[src/rtl/rbcs_pkg.sv]
`default_nettype none

package rbcs_pkg;

    // fixed field widths
    localparam int COUNT_BITS = 21;
    localparam int SUM_BITS   = 36;
    localparam int SCORE_BITS = 16;
    localparam int SIZE_BITS  = 11;

    // size register reset value and lower bound
    localparam int SIZE_RESET = 1024;
    localparam int SIZE_MIN   = 3;

    // saturation limits of the accumulators
    localparam logic [COUNT_BITS-1:0] COUNT_MAX = '1;
    localparam logic [SUM_BITS-1:0]   SUM_MAX   = '1;

    // divider step counter, one quotient bit per cycle
    localparam int DIV_CNT_BITS = $clog2(SUM_BITS + 1);

    // configuration register indexes
    localparam int CFG_IDX_BITS = 2;
    typedef logic [CFG_IDX_BITS-1:0] t_cfg_idx;
    localparam t_cfg_idx CFG_IMAGE_HEIGHT = 2'd0;
    localparam t_cfg_idx CFG_IMAGE_WIDTH  = 2'd1;

    // controller states
    typedef enum logic [1:0] {
        S_IDLE,
        S_EVAL,
        S_DIV,
        S_PUT
    } t_state;

    // controller to datapath commands
    typedef struct packed {
        logic capture;
        logic judge;
        logic div_step;
        logic load_out;
    } t_cmd;

    // datapath to controller status
    typedef struct packed {
        logic last_pixel;
        logic div_done;
        logic out_free;
    } t_stat;

endpackage

`default_nettype wire

[src/rtl/rbcs_ctrl.sv]
`default_nettype none

module rbcs_ctrl (
    input  wire logic          i_clk,
    input  wire logic          i_rst_n,
    input  wire logic          i_in_valid,
    input  wire rbcs_pkg::t_stat i_stat,
    output rbcs_pkg::t_cmd     o_cmd,
    output logic               o_in_stall
);

    rbcs_pkg::t_state r_state;
    rbcs_pkg::t_state n_state;

    // state register
    always_ff @(posedge i_clk) begin
        if (!i_rst_n) begin
            r_state <= rbcs_pkg::S_IDLE;
        end else begin
            r_state <= n_state;
        end
    end

    // next state
    always_comb begin
        n_state = r_state;
        unique case (r_state)
            rbcs_pkg::S_IDLE: begin
                if (i_in_valid) begin
                    n_state = rbcs_pkg::S_EVAL;
                end
            end
            rbcs_pkg::S_EVAL: begin
                if (i_stat.last_pixel) begin
                    n_state = rbcs_pkg::S_DIV;
                end else begin
                    n_state = rbcs_pkg::S_IDLE;
                end
            end
            rbcs_pkg::S_DIV: begin
                if (i_stat.div_done) begin
                    n_state = rbcs_pkg::S_PUT;
                end
            end
            rbcs_pkg::S_PUT: begin
                if (i_stat.out_free) begin
                    n_state = rbcs_pkg::S_IDLE;
                end
            end
            default: begin
                n_state = rbcs_pkg::S_IDLE;
            end
        endcase
    end

    // outputs
    always_comb begin
        o_cmd      = '0;
        o_in_stall = 1'b1;
        unique case (r_state)
            rbcs_pkg::S_IDLE: begin
                o_in_stall    = 1'b0;
                o_cmd.capture = i_in_valid;
            end
            rbcs_pkg::S_EVAL: begin
                o_cmd.judge = 1'b1;
            end
            rbcs_pkg::S_DIV: begin
                o_cmd.div_step = 1'b1;
            end
            rbcs_pkg::S_PUT: begin
                o_cmd.load_out = i_stat.out_free;
            end
            default: begin
                o_in_stall = 1'b1;
            end
        endcase
    end

endmodule

`default_nettype wire

[config.mk]
export PLATFORM = sky130hd
export DESIGN_NAME = rbcs_ctrl
export DESIGN_NICKNAME = d
export VERILOG_FILES = /design/src/rtl/rbcs_pkg.sv /design/src/rtl/rbcs_ctrl.sv
export SDC_FILE = /design/constraint.sdc
export NUM_CORES = 1
export LEC_CHECK = 0
export BUFFER_PORTS_ARGS = -buffer_cell sky130_fd_sc_hd__buf_2
export CAP_MARGIN = 20
export CORE_AREA = 10 10 47 49
export CTS_CLUSTER_SIZE = 30
export DETAILED_ROUTE_END_ITERATION = 7
export DIE_AREA = 0 0 57 59
export GPL_TIMING_DRIVEN = 0
export PLACE_DENSITY_LB_ADDON = 0.2
export SLEW_MARGIN = 20
export SYNTH_ARGS = -nofsm -noshare
export SYNTH_HDL_FRONTEND = slang
export SYNTH_SLANG_ARGS = --single-unit
[constraint.sdc]
create_clock -name i_clk -period 1.1 [get_ports i_clk]
set_clock_uncertainty 0.1 [all_clocks]
set_input_delay 0.22 -clock i_clk [delete_from_list [all_inputs] [get_ports i_clk]]
set_output_delay 0.22 -clock i_clk [all_outputs]
set_load 0.03 [all_outputs]
==> flow_summary.toml <==
[placed_design]
dp_cells = 41
portBuffers = 10
routabilityCongestion = 0.672
dpl_cell_area_um2 = 208
place_ws_ps = -97.8

[worst_setup_path]
endpoint_kind = "output port"
critPathKind = "flop to output port"
path_max_fanout = 3
crit_path_start_kind = "flop"
rr_worst_depth = 5
arrival_ps = 1050
reg2reg_slack_ps = 40
critical_path_required_ps = 780
crit_end = "o_cmd[3]"

[floorplan]
fp-row-count = 14
dieArea_mm2 = 0.00336
pin_count = 11
fp.dieH_um = 59
coreArea_mm2 = 0.00140
start_util_pct = 9.20
die_w_um = 57

[power_and_ir_drop]
p_total_mw = 0.362
powerDensity_mw_per_mm2 = 1200
leakagePower_nw = 0.139
max-vdd-ir-drop_v = 0.000442

[timing]
slew_headroom_pct = 91.3
worst_pin_slew_ps = 130
rsz0062_at_grt = "true"
hold_viol_final = 0
setup_viol = 5
fin_crit_ps = 1370
setup_ws_ps = -273
hold-worst-slack_ps = 111
finalCritPeriodShare_pct = 125
slew_violations = 0
tns_ps = -1040
max_freq_mhz = 728

[clock_network]
cts_hold_buffers = 0
clockRootBuffer = "clkbuf_4"
worstSkewPairLatency_ps = 220
cts_max_level = 1
clk_pin_slew_ps = 30
cts_tree = "built"
clockBufferDepth = 2
clkSinkCount = 2
cts_buffers = 3

[global_routing]
antenna_found_initial = 0
gr-total-overflow = 0
grt_pass1_wl_um = 738
grt_pass1_vias = 172
grt_util_all_layers_pct = 3.33
grt_start_max_net_pins = 8

[final_layout]
final_cell_mix = "buf_2, buf_6, clkbuf_4, buf_4"
diodes = 0
final_util_pct = 21.5
fin_area_um2 = 302
drive_gt1_share_pct = 80.6
final_cells = 47
synthToLayoutAreaGrowth_pct = 134
fin_nets = 39

[routing]
wl_um = 458
drt_iter0_drc = 0
firstDrtPassIters = 1
via_per_inst = 3.45
drc_errors = 0
routed-via-count = 162
wl_per_cell_um = 9.74
ant_nets = 0

[synthesis]
synth.distinct_cells = 13
syn_nets = 21
syn_area_um2 = 129
yosysSeqAreaShare_pct = 31.1
syn_avg_cell_area_um2 = 8.59
ys_ff_latch = 2
synth_cells = 15
ys_warn_count = 0

[worst_hold_path]
hold_start = "i_rst_n"
hold_path.class = "input port to flop"

[outcome]
status = "complete, but fails checks"
failed_checks = "negative setup slack"

[flow_run]
drv_cap = 0
==> power breakdown <==
group          internal (mW)  switching, mW
sequential            0.0779        0.00572
combinational         0.0629         0.0572
clock                  0.120         0.0381
total                  0.261          0.101
==> Yosys cell counts <==
| master | instances | area share [%] |
|---|---|---|
| a21boi_1 | 1 | 5.8 |
| and3_2 | 1 | 5.8 |
| a22oi_1 | 1 | 5.8 |
| o21a_1 | 1 | 5.8 |
| dfxtp_1 | 2 | 31 |
| or2_4 | 1 | 6.8 |
| nor2b_1 | 2 | 9.7 |
| nand2b_1 | 1 | 4.9 |
| nor2_2 | 1 | 4.9 |
| inv_1 | 1 | 2.9 |
| nand2b_2 | 1 | 6.8 |
| nand2_1 | 1 | 2.9 |
| and2b_2 | 1 | 6.8 |
==> critical path, cell delays in order (launching register included) <==
cell and delay, ps:
dfxtp_4 330, or2_4 260, nor2_4 100, buf_6 140
==> how the worst min path moves through the flow <==
stage                 end  slack, ps  cells past startpoint
2_1_floorplan  r_state[0]        240                      1
3_3_place_gp   r_state[0]        340                      2
3_5_place_dp   r_state[0]        330                      2
4_1_cts        r_state[0]        100                      2
5_1_grt        r_state[0]        110                      2
6_report       r_state[0]        110                      2
==> area by class of cell <==
class                      count  area [um2]
clock buffer                   3        22.5
fill                         166        1100
sequential                     2        45.0
inverter                       1        3.75
timing repair buffer          13         104
multi-input combinational     12         106
tap                           16        20.0
==> cell families (layout without fill, tap and decap cells) <==
family / Yosys count / after routing / synth area share [%]
simple gates: 9 / 9 / 48.6
compound gates: 3 / 3 / 17.5
flops: 2 / 2 / 31.1
buf+inv: 1 / 17 / 2.91
==> metal layers <==
layer | vias up | wire length, um | GRT usage (%)
met5 | - | 0 | 0
met4 | 0 | 0 | 4.03
met3 | 0 | 114 | 5.15
met2 | 11 | 151 | 2.64
met1 | 69 | 193 | 2.85
li1 | 82 | - | -
==> what timing repair did <==
item	in CTS	in global routing
gates resized for setup	14	1
endpoints found under the setup margin	5	5
endpoints found under the hold margin	0	0
buffers inserted	2	1
(Power assumes the default switching activity.)
